### src/rtl/core/assert_macros.svh
// ----------------------------------------------------------------------------
// Assertion macros
// Shared concurrent assertion forms, clocked on clk and disabled in reset.
// ----------------------------------------------------------------------------
`ifndef ASSERT_MACROS_SVH
`define ASSERT_MACROS_SVH

// The consequent must hold in the same cycle as the antecedent.
`define ASSERT_SAME(lbl, ant, con) \
  lbl: assert property (@(posedge clk) disable iff (!rst_n) (ant) |-> (con)) \
    else $error("assertion failed");

// The consequent must hold in the cycle after the antecedent.
`define ASSERT_NEXT(lbl, ant, con) \
  lbl: assert property (@(posedge clk) disable iff (!rst_n) (ant) |=> (con)) \
    else $error("assertion failed");

`endif

### src/rtl/core/pitp_pkg.sv
// ----------------------------------------------------------------------------
// Integer text parser package
// Payload types, classified character record and shared codes.
// ----------------------------------------------------------------------------
package pitp_pkg;

  typedef struct packed {
    logic [15:0] char_code;
    logic        last_char;
    logic        no_char;
  } in_item_t;

  typedef struct packed {
    logic [63:0] value_bits;
    logic [1:0]  status;
    logic [15:0] end_position;
  } out_item_t;

  typedef struct packed {
    logic       take;
    logic       ends;
    logic       blank;
    logic       plus;
    logic       minus;
    logic       pct;
    logic       dollar;
    logic       is_num;
    logic       is_alpha;
    logic [3:0] dval;
  } cls_t;

  typedef struct packed {
    logic [63:0] mag;
    logic        neg;
    logic        ovf;
    logic        seen;
    logic [15:0] endp;
  } fin_t;

  localparam logic [2:0] MODE_S64 = 3'd0;
  localparam logic [2:0] MODE_S32 = 3'd1;
  localparam logic [2:0] MODE_U64 = 3'd2;
  localparam logic [2:0] MODE_U32 = 3'd3;
  localparam logic [2:0] MODE_U16 = 3'd4;
  localparam logic [2:0] MODE_U8  = 3'd5;

  localparam logic [1:0] ST_OK      = 2'd0;
  localparam logic [1:0] ST_INVALID = 2'd1;
  localparam logic [1:0] ST_RANGE   = 2'd2;

  localparam int CLS_DEPTH = 4;
  localparam int OUT_DEPTH = 2;

endpackage

### src/rtl/core/pitp_fifo.sv
// ----------------------------------------------------------------------------
// Small register queue
// First-in first-out buffer with full and empty flags and a show-ahead read.
// ----------------------------------------------------------------------------
module pitp_fifo #(
  parameter int WIDTH = 8,
  parameter int DEPTH = 2
) (
  input  logic             clk,
  input  logic             rst_n,
  input  logic             push,
  input  logic [WIDTH-1:0] wdata,
  output logic             full,
  input  logic             pop,
  output logic [WIDTH-1:0] rdata,
  output logic             empty
);

  localparam int PW = (DEPTH > 1) ? $clog2(DEPTH) : 1;
  localparam int CW = $clog2(DEPTH + 1);
  localparam logic [PW-1:0] LAST_PTR = PW'(DEPTH - 1);
  localparam logic [CW-1:0] FULL_CNT = CW'(DEPTH);

  logic [WIDTH-1:0] mem_r [DEPTH];
  logic [PW-1:0]    wptr_r, wptr_nxt, rptr_r, rptr_nxt;
  logic [CW-1:0]    cnt_r, cnt_nxt;
  logic             do_push, do_pop;

  assign full    = (cnt_r == FULL_CNT);
  assign empty   = (cnt_r == '0);
  assign do_push = push && !full;
  assign do_pop  = pop && !empty;
  assign rdata   = mem_r[rptr_r];

  always_comb begin
    wptr_nxt = wptr_r;
    rptr_nxt = rptr_r;
    cnt_nxt  = cnt_r;
    if (do_push) begin
      wptr_nxt = (wptr_r == LAST_PTR) ? '0 : wptr_r + 1'b1;
    end
    if (do_pop) begin
      rptr_nxt = (rptr_r == LAST_PTR) ? '0 : rptr_r + 1'b1;
    end
    if (do_push && !do_pop) begin
      cnt_nxt = cnt_r + 1'b1;
    end else if (do_pop && !do_push) begin
      cnt_nxt = cnt_r - 1'b1;
    end
  end

  always_ff @(posedge clk) begin
    if (!rst_n) begin
      wptr_r <= '0;
      rptr_r <= '0;
      cnt_r  <= '0;
    end else begin
      wptr_r <= wptr_nxt;
      rptr_r <= rptr_nxt;
      cnt_r  <= cnt_nxt;
    end
  end

  always_ff @(posedge clk) begin
    if (do_push) begin
      mem_r[wptr_r] <= wdata;
    end
  end

endmodule

### src/rtl/core/pitp_front.sv
// ----------------------------------------------------------------------------
// Parser front end
// Accepts characters, tracks the string position and classifies each one.
// ----------------------------------------------------------------------------
module pitp_front #(
  parameter int MAX_LENGTH = 65535
) (
  input  logic                                 clk,
  input  logic                                 rst_n,
  input  logic                                 in_push,
  input  pitp_pkg::in_item_t                   in_item,
  output logic                                 in_full,
  input  logic                                 q_full,
  output logic                                 q_push,
  output pitp_pkg::cls_t                       q_cls,
  output logic [$clog2(MAX_LENGTH+1)-1:0]      q_pos
);
  import pitp_pkg::*;

  localparam int POS_W = $clog2(MAX_LENGTH + 1);
  localparam logic [POS_W-1:0] MAX_POS = POS_W'(MAX_LENGTH);

  logic [POS_W-1:0] pos_r, pos_nxt;
  logic [15:0]      c;
  logic             is_upper, is_lower;

  assign c        = in_item.char_code;
  assign in_full  = q_full;
  assign q_push   = in_push && !q_full;
  assign q_pos    = pos_r;
  assign is_upper = (c >= 16'h0041) && (c <= 16'h0046);
  assign is_lower = (c >= 16'h0061) && (c <= 16'h0066);

  always_comb begin
    q_cls          = '0;
    q_cls.take     = !in_item.no_char && (pos_r < MAX_POS);
    q_cls.ends     = in_item.last_char || in_item.no_char;
    q_cls.blank    = (c == 16'h0020) || ((c >= 16'h0009) && (c <= 16'h000D));
    q_cls.plus     = (c == 16'h002B);
    q_cls.minus    = (c == 16'h002D);
    q_cls.pct      = (c == 16'h0025);
    q_cls.dollar   = (c == 16'h0024);
    q_cls.is_num   = (c >= 16'h0030) && (c <= 16'h0039);
    q_cls.is_alpha = is_upper || is_lower;
    if (is_upper) begin
      q_cls.dval = 4'(c[3:0] + 4'd9);
    end else if (is_lower) begin
      q_cls.dval = 4'(c[3:0] + 4'd9);
    end else begin
      q_cls.dval = c[3:0];
    end
  end

  always_comb begin
    pos_nxt = pos_r;
    if (q_push) begin
      if (q_cls.ends) begin
        pos_nxt = '0;
      end else if (q_cls.take) begin
        pos_nxt = pos_r + 1'b1;
      end
    end
  end

  always_ff @(posedge clk) begin
    if (!rst_n) begin
      pos_r <= '0;
    end else begin
      pos_r <= pos_nxt;
    end
  end

endmodule

### src/rtl/core/pitp_back.sv
// ----------------------------------------------------------------------------
// Parser back end
// Runs the whitespace, sign, prefix and digit phases and accumulates digits.
// ----------------------------------------------------------------------------
module pitp_back #(
  parameter int POS_W = 16
) (
  input  logic               clk,
  input  logic               rst_n,
  input  logic               q_empty,
  input  pitp_pkg::cls_t     q_cls,
  input  logic [POS_W-1:0]   q_pos,
  output logic               q_pop,
  input  logic               fin_ready,
  output logic               fin_valid,
  output pitp_pkg::fin_t     fin_rec
);
  import pitp_pkg::*;

  typedef enum logic [1:0] {
    PH_SPACE,
    PH_PREFIX,
    PH_DIGITS,
    PH_STOP
  } phase_t;

  typedef enum logic [1:0] {
    RX_DEC,
    RX_BIN,
    RX_HEX
  } radix_t;

  phase_t           phase_r, phase_nxt;
  radix_t           radix_r, radix_nxt;
  logic [63:0]      mag_r, mag_nxt;
  logic             neg_r, neg_nxt;
  logic             ovf_r, ovf_nxt;
  logic             seen_r, seen_nxt;
  logic [POS_W-1:0] stop_r, stop_nxt;
  logic [POS_W-1:0] count_end;
  logic [POS_W-1:0] endp_w;
  logic [POS_W+15:0] endp_ext;
  logic [67:0]      mag_ext, term_a, term_b, prod;
  logic             do_prefix, do_digit, dig_ok;

  assign q_pop     = !q_empty && (!q_cls.ends || fin_ready);
  assign fin_valid = q_pop && q_cls.ends;

  always_comb begin
    mag_ext = {4'b0, mag_r};
    case (radix_r)
      RX_HEX: begin
        term_a = mag_ext << 4;
        term_b = '0;
      end
      RX_BIN: begin
        term_a = mag_ext << 1;
        term_b = '0;
      end
      default: begin
        term_a = mag_ext << 3;
        term_b = mag_ext << 1;
      end
    endcase
    prod = term_a + term_b + {64'b0, q_cls.dval};
  end

  always_comb begin
    phase_nxt = phase_r;
    radix_nxt = radix_r;
    mag_nxt   = mag_r;
    neg_nxt   = neg_r;
    ovf_nxt   = ovf_r;
    seen_nxt  = seen_r;
    stop_nxt  = stop_r;
    do_prefix = 1'b0;
    do_digit  = 1'b0;
    dig_ok    = 1'b0;
    if (q_cls.take) begin
      case (phase_r)
        PH_SPACE: begin
          if (q_cls.blank) begin
            phase_nxt = PH_SPACE;
          end else if (q_cls.plus || q_cls.minus) begin
            neg_nxt   = q_cls.minus;
            phase_nxt = PH_PREFIX;
          end else begin
            do_prefix = 1'b1;
          end
        end
        PH_PREFIX: begin
          do_prefix = 1'b1;
        end
        PH_DIGITS: begin
          do_digit = 1'b1;
        end
        default: begin
          phase_nxt = phase_r;
        end
      endcase
      if (do_prefix) begin
        phase_nxt = PH_DIGITS;
        if (q_cls.pct) begin
          radix_nxt = RX_BIN;
        end else if (q_cls.dollar) begin
          radix_nxt = RX_HEX;
        end else begin
          do_digit = 1'b1;
        end
      end
      case (radix_r)
        RX_BIN:  dig_ok = q_cls.is_num && (q_cls.dval < 4'd2);
        RX_HEX:  dig_ok = q_cls.is_num || q_cls.is_alpha;
        default: dig_ok = q_cls.is_num;
      endcase
      if (do_digit) begin
        if (!dig_ok) begin
          phase_nxt = PH_STOP;
          stop_nxt  = q_pos;
        end else begin
          if (!ovf_r) begin
            if (|prod[67:64]) begin
              ovf_nxt = 1'b1;
            end else begin
              mag_nxt = prod[63:0];
            end
          end
          seen_nxt = 1'b1;
        end
      end
    end
  end

  assign count_end = q_pos + POS_W'(q_cls.take);
  assign endp_w    = (phase_nxt == PH_STOP) ? stop_nxt : count_end;
  assign endp_ext  = {16'b0, endp_w};

  always_comb begin
    fin_rec      = '0;
    fin_rec.mag  = mag_nxt;
    fin_rec.neg  = neg_nxt;
    fin_rec.ovf  = ovf_nxt;
    fin_rec.seen = seen_nxt;
    fin_rec.endp = endp_ext[15:0];
  end

  always_ff @(posedge clk) begin
    if (!rst_n) begin
      phase_r <= PH_SPACE;
      radix_r <= RX_DEC;
      mag_r   <= '0;
      neg_r   <= 1'b0;
      ovf_r   <= 1'b0;
      seen_r  <= 1'b0;
      stop_r  <= '0;
    end else if (q_pop) begin
      if (q_cls.ends) begin
        phase_r <= PH_SPACE;
        radix_r <= RX_DEC;
        mag_r   <= '0;
        neg_r   <= 1'b0;
        ovf_r   <= 1'b0;
        seen_r  <= 1'b0;
        stop_r  <= '0;
      end else begin
        phase_r <= phase_nxt;
        radix_r <= radix_nxt;
        mag_r   <= mag_nxt;
        neg_r   <= neg_nxt;
        ovf_r   <= ovf_nxt;
        seen_r  <= seen_nxt;
        stop_r  <= stop_nxt;
      end
    end
  end

endmodule

### src/rtl/core/pitp_finish.sv
// ----------------------------------------------------------------------------
// Result conversion stage
// Holds the final parse record and converts it for the selected mode.
// ----------------------------------------------------------------------------
module pitp_finish (
  input  logic                clk,
  input  logic                rst_n,
  input  logic [2:0]          result_mode,
  input  logic                fin_valid,
  input  pitp_pkg::fin_t      fin_rec,
  output logic                fin_ready,
  input  logic                o_full,
  output logic                o_push,
  output pitp_pkg::out_item_t o_item
);
  import pitp_pkg::*;

  localparam logic [63:0] S64_MAX = 64'h7FFF_FFFF_FFFF_FFFF;
  localparam logic [63:0] S64_MIN = 64'h8000_0000_0000_0000;
  localparam logic [63:0] S32_MAX = 64'h0000_0000_7FFF_FFFF;
  localparam logic [63:0] S32_MIN = 64'hFFFF_FFFF_8000_0000;
  localparam logic [63:0] S32_MAG = 64'h0000_0000_8000_0000;

  logic        hold_r, hold_nxt;
  fin_t        rec_r;
  logic [63:0] sval, lim_s, val;
  logic [1:0]  st;
  logic        big_s, too_wide;

  assign o_push    = hold_r && !o_full;
  assign fin_ready = !hold_r || !o_full;

  always_comb begin
    hold_nxt = hold_r;
    if (fin_ready) begin
      hold_nxt = fin_valid;
    end
  end

  always_comb begin
    sval  = rec_r.neg ? (64'd0 - rec_r.mag) : rec_r.mag;
    lim_s = rec_r.neg ? S64_MIN : S64_MAX;
    big_s = rec_r.ovf || (rec_r.mag > lim_s);
    val   = sval;
    st    = ST_OK;
    case (result_mode)
      MODE_U32: too_wide = |sval[63:32];
      MODE_U16: too_wide = |sval[63:16];
      MODE_U8:  too_wide = |sval[63:8];
      default:  too_wide = 1'b0;
    endcase
    case (result_mode)
      MODE_S32: begin
        if (big_s) begin
          val = '0;
          st  = ST_RANGE;
        end else if (rec_r.neg && (rec_r.mag > S32_MAG)) begin
          val = S32_MIN;
          st  = ST_RANGE;
        end else if (!rec_r.neg && (rec_r.mag > S32_MAX)) begin
          val = S32_MAX;
          st  = ST_RANGE;
        end
      end
      MODE_U64, MODE_U32, MODE_U16, MODE_U8: begin
        if (rec_r.ovf) begin
          val = (result_mode == MODE_U64) ? '1 : '0;
          st  = ST_RANGE;
        end else if (too_wide) begin
          val = '0;
          st  = ST_RANGE;
        end
      end
      default: begin
        if (big_s) begin
          val = lim_s;
          st  = ST_RANGE;
        end
      end
    endcase
    o_item = '0;
    if (rec_r.seen) begin
      o_item.value_bits   = val;
      o_item.status       = st;
      o_item.end_position = rec_r.endp;
    end else begin
      o_item.status = ST_INVALID;
    end
  end

  always_ff @(posedge clk) begin
    if (!rst_n) begin
      hold_r <= 1'b0;
    end else begin
      hold_r <= hold_nxt;
    end
  end

  always_ff @(posedge clk) begin
    if (fin_ready && fin_valid) begin
      rec_r <= fin_rec;
    end
  end

endmodule

### src/rtl/core/prefixed_integer_text_parser.sv
// ----------------------------------------------------------------------------
// Prefixed integer text parser
// Streaming conversion of a 16-bit character string into an integer value.
// ----------------------------------------------------------------------------
// The parser takes one character per clock cycle with no gaps between strings
// when nothing stalls, and a result enters the output queue through the
// classification queue and the register that holds the final record for
// conversion. The back end performs one shift-add with overflow check per
// character, which sets the rate of one character per cycle.
// A four-entry queue between the classifying front end and the back end, and
// a two-entry result queue, let the input and output sides stall on their own.
// The result mode register may only be written while no string is in flight.
`include "assert_macros.svh"

module prefixed_integer_text_parser #(
  parameter int MAX_LENGTH = 65535
) (
  input  logic                clk,
  input  logic                rst_n,
  input  logic                in_push,
  input  pitp_pkg::in_item_t  in_item,
  output logic                in_full,
  output logic                out_empty,
  input  logic                out_pop,
  output pitp_pkg::out_item_t out_item,
  input  logic                cfg_wr_en,
  input  logic [2:0]          cfg_wr_data
);
  import pitp_pkg::*;

  localparam int POS_W = $clog2(MAX_LENGTH + 1);
  localparam int QW    = $bits(cls_t) + POS_W;

  logic [2:0]       result_mode_r, result_mode_nxt;
  logic             q_push, q_full, q_empty, q_pop;
  cls_t             f_cls, b_cls;
  logic [POS_W-1:0] f_pos, b_pos;
  logic [QW-1:0]    q_rdata;
  logic             fin_valid, fin_ready;
  fin_t             fin_rec;
  logic             o_push, o_full;
  out_item_t        o_item;

  assign result_mode_nxt = cfg_wr_en ? cfg_wr_data : result_mode_r;

  always_ff @(posedge clk) begin
    if (!rst_n) begin
      result_mode_r <= MODE_S64;
    end else begin
      result_mode_r <= result_mode_nxt;
    end
  end

  pitp_front #(
    .MAX_LENGTH(MAX_LENGTH)
  ) u_front (
    .clk    (clk),
    .rst_n  (rst_n),
    .in_push(in_push),
    .in_item(in_item),
    .in_full(in_full),
    .q_full (q_full),
    .q_push (q_push),
    .q_cls  (f_cls),
    .q_pos  (f_pos)
  );

  pitp_fifo #(
    .WIDTH(QW),
    .DEPTH(CLS_DEPTH)
  ) u_cls_q (
    .clk  (clk),
    .rst_n(rst_n),
    .push (q_push),
    .wdata({f_cls, f_pos}),
    .full (q_full),
    .pop  (q_pop),
    .rdata(q_rdata),
    .empty(q_empty)
  );

  assign b_cls = q_rdata[QW-1:POS_W];
  assign b_pos = q_rdata[POS_W-1:0];

  pitp_back #(
    .POS_W(POS_W)
  ) u_back (
    .clk      (clk),
    .rst_n    (rst_n),
    .q_empty  (q_empty),
    .q_cls    (b_cls),
    .q_pos    (b_pos),
    .q_pop    (q_pop),
    .fin_ready(fin_ready),
    .fin_valid(fin_valid),
    .fin_rec  (fin_rec)
  );

  pitp_finish u_finish (
    .clk        (clk),
    .rst_n      (rst_n),
    .result_mode(result_mode_r),
    .fin_valid  (fin_valid),
    .fin_rec    (fin_rec),
    .fin_ready  (fin_ready),
    .o_full     (o_full),
    .o_push     (o_push),
    .o_item     (o_item)
  );

  pitp_fifo #(
    .WIDTH($bits(out_item_t)),
    .DEPTH(OUT_DEPTH)
  ) u_out_q (
    .clk  (clk),
    .rst_n(rst_n),
    .push (o_push),
    .wdata(o_item),
    .full (o_full),
    .pop  (out_pop),
    .rdata(out_item),
    .empty(out_empty)
  );

  `ASSERT_NEXT(a_pos_clear, in_push && !in_full && (in_item.last_char || in_item.no_char), f_pos == '0)
  `ASSERT_SAME(a_invalid_zero, !out_empty && (out_item.status == ST_INVALID), (out_item.value_bits == '0) && (out_item.end_position == '0))
  `ASSERT_SAME(a_status_code, !out_empty, (out_item.status == ST_OK) || (out_item.status == ST_INVALID) || (out_item.status == ST_RANGE))
  `ASSERT_SAME(a_end_needs_room, fin_valid, fin_ready)

endmodule

### config.mk
export PLATFORM = sky130hd
export DESIGN_NAME = prefixed_integer_text_parser
export DESIGN_NICKNAME = d
export VERILOG_FILES = /design/src/rtl/core/pitp_pkg.sv /design/src/rtl/core/pitp_fifo.sv /design/src/rtl/core/pitp_front.sv /design/src/rtl/core/pitp_back.sv /design/src/rtl/core/pitp_finish.sv /design/src/rtl/core/prefixed_integer_text_parser.sv
export VERILOG_INCLUDE_DIRS = /design/src /design/src/rtl/core
export SDC_FILE = /design/constraint.sdc
export NUM_CORES = 1
export LEC_CHECK = 0
export BUFFER_PORTS_ARGS = -buffer_cell sky130_fd_sc_hd__buf_2
export CAP_MARGIN = 15
export CELL_PAD_IN_SITES_DETAIL_PLACEMENT = 1
export CELL_PAD_IN_SITES_GLOBAL_PLACEMENT = 2
export CORE_MARGIN = 2
export CORE_UTILIZATION = 47
export CTS_BUF_LIST = sky130_fd_sc_hd__clkbuf_2
export DETAILED_ROUTE_END_ITERATION = 6
export GPL_ROUTABILITY_DRIVEN = 0
export PLACE_DENSITY = 0.88
export SYNTH_ARGS = -nofsm -noshare
export SYNTH_HDL_FRONTEND = slang
export SYNTH_SLANG_ARGS = --single-unit
export TNS_END_PERCENT = 5
### constraint.sdc
create_clock -name clk -period 17.4 [get_ports clk]
set_input_delay 3.48 -clock clk [delete_from_list [all_inputs] [get_ports clk]]
set_output_delay 3.48 -clock clk [all_outputs]
set_load 0.01 [all_outputs]
# After elaboration in Yosys (flattened, before gate mapping)
# Memory sizes are Yosys's and may differ from the RTL's. A register that Yosys moved wholly into a read port is not among the register bits.
# Cells that the tools add are included.
[word_totals]
latchBits = 0
ff_bits = 201
mem_count = 2
ram_bits = 280
elab_cells = 220
output_inout_bits = 84
in_bits = 26
mem_bits_ro = 0
[mem_list]
columns = ["memory", "words", "width", "read_ports", "rd_ports_with_merged_regs", "write_ports", "line_no", "rtl"]
rows = [
  ["u_out_q.mem_r", 2, 82, 1, 1, 1, "pitp_fifo.sv:24", "logic [WIDTH-1:0] mem_r [DEPTH];"],
  ["u_cls_q.mem_r", 4, 29, 1, 1, 1, "pitp_fifo.sv:24", ""],
]
[classes]
reduce_logical = 58
multipliers = 0
n_eq_ne = 19
order_cmp = 13
bitwise = 0
mux = 93
div_mod_pow = 0
addsub = 14
shift = 0
[op_table]
columns = ["operator", "count"]
rows = [
  ["64-bit 2-to-1 mux", 16],
  ["68-bit one-hot mux with 2 select lines", 1],
  ["16-bit 2-to-1 mux", 8],
  ["64-bit one-hot mux with 2 select lines", 1],
  ["16-bit by 6-bit equality test with 1-bit output (second input constant)", 5],
  ["68-bit by 4-bit adder with 68-bit output", 1],
  ["68-bit by 65-bit adder with 68-bit output", 1],
  ["65-bit 2-to-1 mux", 1],
  ["64-bit by 31-bit > comparator with 1-bit output (second input constant)", 1],
  ["64-bit by 32-bit > comparator with 1-bit output (second input constant)", 1],
  ["64-bit > comparator", 1],
  ["1-bit by 64-bit subtractor with 64-bit output (first input constant)", 1],
  ["56-bit OR reduction", 1],
  ["2-bit 2-to-1 mux", 26],
  ["48-bit OR reduction", 1],
  ["16-bit by 7-bit >= comparator with 1-bit output (second input constant)", 2],
  ["16-bit by 7-bit <= comparator with 1-bit output (second input constant)", 2],
  ["1-bit 2-to-1 mux", 32],
  ["32-bit OR reduction", 1],
  ["1-bit logical AND", 21],
  ["16-bit by 1-bit adder with 16-bit output", 1],
  ["16-bit by 1-bit adder with 16-bit output (second input constant)", 1],
  ["16-bit by 4-bit >= comparator with 1-bit output (second input constant)", 1],
  ["16-bit by 6-bit >= comparator with 1-bit output (second input constant)", 1],
  ["30 further kinds", 69],
]

# Logic depth before layout (Yosys ltp)
[logic_depth]
word_depth = 12
ltp_mapped = 23
mapped_depth_nobuf = 20

# Cells and area by module
# A second synthesis with hierarchy kept.
[hier_totals]
hier_cells = 2782
hier_area_um2 = 30399.2
[by_module_without_submodules]
columns = ["module", "cells_each", "n_inst", "seq_area_each_um2", "area_per_inst_um2"]
rows = [
  ["pitp_back", 1299, 1, 1741.7, 10380.0],
  ["pitp_finish", 834, 1, 2512.4, 7845.0],
  ["pitp_fifo at u_out_q", 280, 1, 5024.8, 6147.1],
  ["pitp_fifo at u_cls_q", 202, 1, 3663.5, 4673.2],
  ["pitp_front", 158, 1, 320.3, 1244.9],
  ["prefixed_integer_text_parser", 9, 1, 60.1, 108.9],
]

# Worst setup path before layout
# OpenSTA, ideal clock, no wires.
[synth_path]
path_type = "register to register"
from = "register u_back.radix_r[0]"
to = "register u_finish.rec_r[28] (netlist bit) (data pin)"
required_ps = 17140
arrival_ps = 5280
setup_ps = 260
synth_period_minus_slack_ps = 5540
setup_slack_ps = 11860
n_path_buf = 5
stages_incl_launch_ff = 23
cell_sequence = "dfxtp_1 inv_1 ha_1 clkbuf_1 clkbuf_1 buf_1 nor3_1 fa_1 ha_1 inv_1 fa_1 nor2b_1 o2111ai_1 a21oi_1 and4b_1 o211ai_1 nand4_1 o211a_1 a211oi_1 and3_1 clkbuf_1 clkbuf_1 mux2_2"
[synth_lines]
columns = ["element", "line_no", "rtl"]
rows = [
  ["from (decl)", "pitp_back.sv:34", "radix_t radix_r, radix_nxt;"],
  ["from (signal assigned)", "pitp_back.sv:167", "radix_r <= radix_nxt;"],
  ["to (signal assigned)", "pitp_finish.sv:101", "rec_r <= fin_rec;"],
  ["to (decl)", "pitp_finish.sv:25", "fin_t rec_r;"],
]

==> summary.md <==
| Metric | Value |
|---|---|
| Final core area utilization | `between 50% and 60%` |
| Largest net degree at the start of global routing | `around 130` |
| HPWL after DPL | `67400 um` |
| Tmin final | `8150 ps` |
| Syn nets | `3234` |
| Register area share after synthesis | `between 40% and 50%` |
| RSZ-0062 raised after global routing | `false` |
| Top_reg_cell synth | `edfxtp_1` |
| Max-slew violations | `0` |
| Share of layout cells above drive strength 1 | `18.6%` |
| FF-to-FF Start | `u_back.radix_r[0]$_SDFFE_PN0P_` |
| Yosys top cell by area | `edfxtp_1` |
| Worst hold path class | `reg -> reg` |
| Synth warn | `0` |
| Core ar. | `roughly 0.066 sq mm` |
| Nets | `3296` |
| Clk sinks | `roughly 480` |
| Cell Chain, Critical Path | `inv_1 -> ha_4 -> inv_1 -> nor2_1 -> fa_1 -> ha_1 -> inv_1 -> fa_1 -> nor2b_1 -> o2111ai_1 -> a31oi_1 -> o21ai_0 -> a211oi_1 -> nor4_1 -> mux2i_1 -> a21oi_4 -> buf_4 -> and3_4 -> buf_4 -> mux2_2` |
| Via count | `between 20k and 25k` |
| TritonRoute pass-1 iters | `7` |
| WL per Instance | `roughly 23 um` |
| Critical Path RT | `roughly 18000 ps` |
| Post-Syn Area | `about 0.031 sq mm` |
| Initial Util | `between 40% and 50%` |
| Max-Cap Viols | `0` |
| H-tree levels | `3` |
| Clock latency on the worst-skew pair | `approximately 1200 ps` |
| Fillers | `between 7k and 8k` |
| Chip width | `about 260 um` |
| Initial antenna violation count | `2` |
| Power Internal | `between 2 and 3 mW` |
| Die Span Y | `261 um` |
| GRT Total Usage | `between 20% and 30%` |
| CP max-delay cell | `ha_4` |
| Clock share of power | `between 15 and 20%` |
| Pwr dens | `~130 mW/mm^2` |
| Post-CTS Hold Fix Bufs | `0` |
| Syn Area/Cell | `10.4 sq um` |
| Total Wirelength | `slightly above 90000 um` |
| Crit path capture | `u_finish.rec_r[37]$_DFFE_PP_` |
| Post-synth ARST share | `0%` |
| Most frequent cell after synthesis | `edfxtp_1` |
| Maximum clock frequency | `0.123 GHz` |
| Vias per inst | `6.17` |
| Post-DRT Antenna Nets | `0` |
| Leakage | `approximately 13 nW` |
| CP startpoint kind | `flip-flop` |
| Period utilization | `a little under half` |
| CTS Buffer Depth | `3` |
| Setup CP Type | `reg -> reg` |
| Area growth, synth to finish | `7.52%` |
| Relative slew slack | `25.1%` |
| Status | `finished, violations left` |
| # setup viols final | `0` |
| Logic pwr share | `just over 40%` |
| Failing checks | `design-rule violations` |
| Crit path buffers/inverters | `5` |
| Clock Skew | `between 150 and 200 ps` |
| Yosys reg bits | `~480` |
| Post-synth EDFFs | `approximately 360` |
| Drc violations | `1` |
| Number of cell rows | `94` |
| Crit path depth | `20` |
| Top cells by count, synth | `edfxtp_1 (363), nor2_1 (231), nand2_1 (227), ha_1 (206), a21oi_1 (173)` |
| Initial DRC count | `approximately 2.2k` |
| Setup_tns | `0 ps` |
| Critical Path AT | `about 9000 ps` |
| Clk root buf | `clkbuf_2` |
| Max VDD drop | `about 0.00010 V` |
| Cell count after synthesis | `2997` |
| Number of global-route vias before repair | `between 20k and 30k` |
| Number of port buffers | `109` |
| Cell variety after synth | `between 80 and 90` |
| Reported net switching power | `around 1.9 mW` |
| Post-synth top area share | `a little over a third` |
| CP Max Fanout | `about 130` |
| First-pass GRT wire length | `around 140000 um` |
| # resized after CTS | `0` |
| Crit path max-delay family | `adder cells` |
| Share of total power in sequential cells | `~41%` |
| Reg-to-reg endpoint | `u_finish.rec_r[37]$_DFFE_PP_` |
| CP endpoint kind | `flip-flop` |
| Gr ovfl total | `0` |
| Internal reg-to-reg setup slack | `between 9000 and 10000 ps` |
| Net Sw Frac | `between 40% and 50%` |
| Least-Margin Pin Slew | `roughly 1100 ps` |
| CP startpoint | `u_back.radix_r[0]$_SDFFE_PN0P_` |
| Worst-path clk slew | `approximately 120 ps` |
| Hold Vio Cnt, Final | `0` |
| Area contributors post-synth | `edfxtp_1 (35%), ha_1 (8.3%), dfxtp_1 (7.8%), mux2_2 (5.3%), nor2_1 (2.8%)` |
| Io pins | `110` |
| Setup bufs post-CTS | `0` |
| Most frequent CP cell | `inv_1` |
| Reg2Reg Depth | `20` |
| Largest stage delay, worst path | `just over 900 ps` |
| Die ar. | `approximately 0.068 sq mm` |
| Num CTS Buffers | `~110` |
| CTS tree | `yes` |
## through the flow
stage	hold WS [ps]	power, mW	setup WS (ps)	instance area, sq um	std cells
6_report	482	4.41	9250	33400	4023
5_1_grt	454	4.69	8670	33400	4023
4_1_cts	457	4.43	9350	33400	4020
3_5_place_dp	461	3.65	9540	32200	3809
3_3_place_gp	442	3.52	9890	32200	3808
2_1_floorplan	429	3.04	11860	31000	2997
## power groups by stage
| stage | clock network (mW) | registers [mW] | logic [mW] |
|---|---|---|---|
| finish | 0.775 | 1.80 | 1.83 |
| CTS | 0.797 | 1.80 | 1.83 |
| global route | 0.848 | 1.83 | 2.01 |
| detailed placement | 0 | 1.82 | 1.82 |
| global placement | 0 | 1.80 | 1.72 |
| floorplan | 0 | 1.72 | 1.31 |
## how the worst min path moves through the flow
stage / from / slack [ps] / cells after the start / endpoint
floorplan: u_back.seen_r$_SDFFE_PN0P_ / 430 / 2 / u_back.seen_r$_SDFFE_PN0P_
detailed placement: u_back.seen_r$_SDFFE_PN0P_ / 460 / 2 / u_back.seen_r$_SDFFE_PN0P_
global placement: u_back.seen_r$_SDFFE_PN0P_ / 440 / 2 / u_back.seen_r$_SDFFE_PN0P_
CTS: u_front.q_pos[8]$_SDFFE_PN0P_ / 460 / 0 / u_cls_q.mem_r[0][8]$_DFFE_PP_
global route: u_front.q_pos[8]$_SDFFE_PN0P_ / 450 / 0 / u_cls_q.mem_r[3][8]$_DFFE_PP_
finish: u_back.seen_r$_SDFFE_PN0P_ / 480 / 2 / u_back.seen_r$_SDFFE_PN0P_
## cells by family (layout without fill, tap and decap cells)
logic type | count (synthesis) | count (layout) | share of synthesized area (%)
compound gates | 808 | 808 | 18.6
xor+xnor | 153 | 153 | 4.32
fa+ha+maj | 211 | 211 | 8.62
buf+inv | 257 | 417 | 3.20
flops | 484 | 484 | 42.9
mux | 192 | 192 | 7.95
other cells | 0 | 2 | 0
simple gates | 892 | 892 | 14.4
## worst min-delay path: stages (launching register included)
cell,delay [ps]
dfxtp_1,340
a21oi_1,40
nor2_1,70
## registers in the layout, indices dropped and copies added (netlist names), 3 cells and up, named ones only
name            flops
result_mode_r       3
u_out_q.mem_r     164
u_finish.rec_r     83
u_back.stop_r      16
u_cls_q.cnt_r       3
u_cls_q.mem_r     116
u_back.mag_r       64
u_front.q_pos      16
## cell type report
cell class	count	area (sq um)	area share (%)
multi-input cells	2256	16800	50.4
well taps	864	1080	3.24
clock buffers	161	806	2.41
clock inverters	50	322	0.963
diodes	2	5.00	0.0150
inverters	70	264	0.791
flip-flops and latches	484	13300	39.9
repair buffers	136	748	2.24
## metal layers
metal,vias to the layer above,track usage (%),wire [um]
met5,-,0,0
met4,0,7.42,1870
met3,107,3.72,4400
met2,607,41.0,41500
met1,12451,38.1,43400
li1,11645,-,-
## layout by cell type (no fill, tap or decap), types with 37 or more instances in the layout
cell and count:
a21oi_1 171, a22oi_1 80, a31oi_1 38, a41oi_1 52, and2_1 89, and3_1 37, buf_2 109, clkbuf_2 161
dfxtp_1 119, edfxtp_1 363, ha_1 204, inv_1 69, mux2_2 147, nand2_1 227, nand3_1 57, nand4_1 50
nor2_1 230, nor3_1 41, o21ai_0 87, o21bai_1 74, o31ai_1 90, xnor2_1 72, xor2_1 81
(Power assumes the default switching activity.)
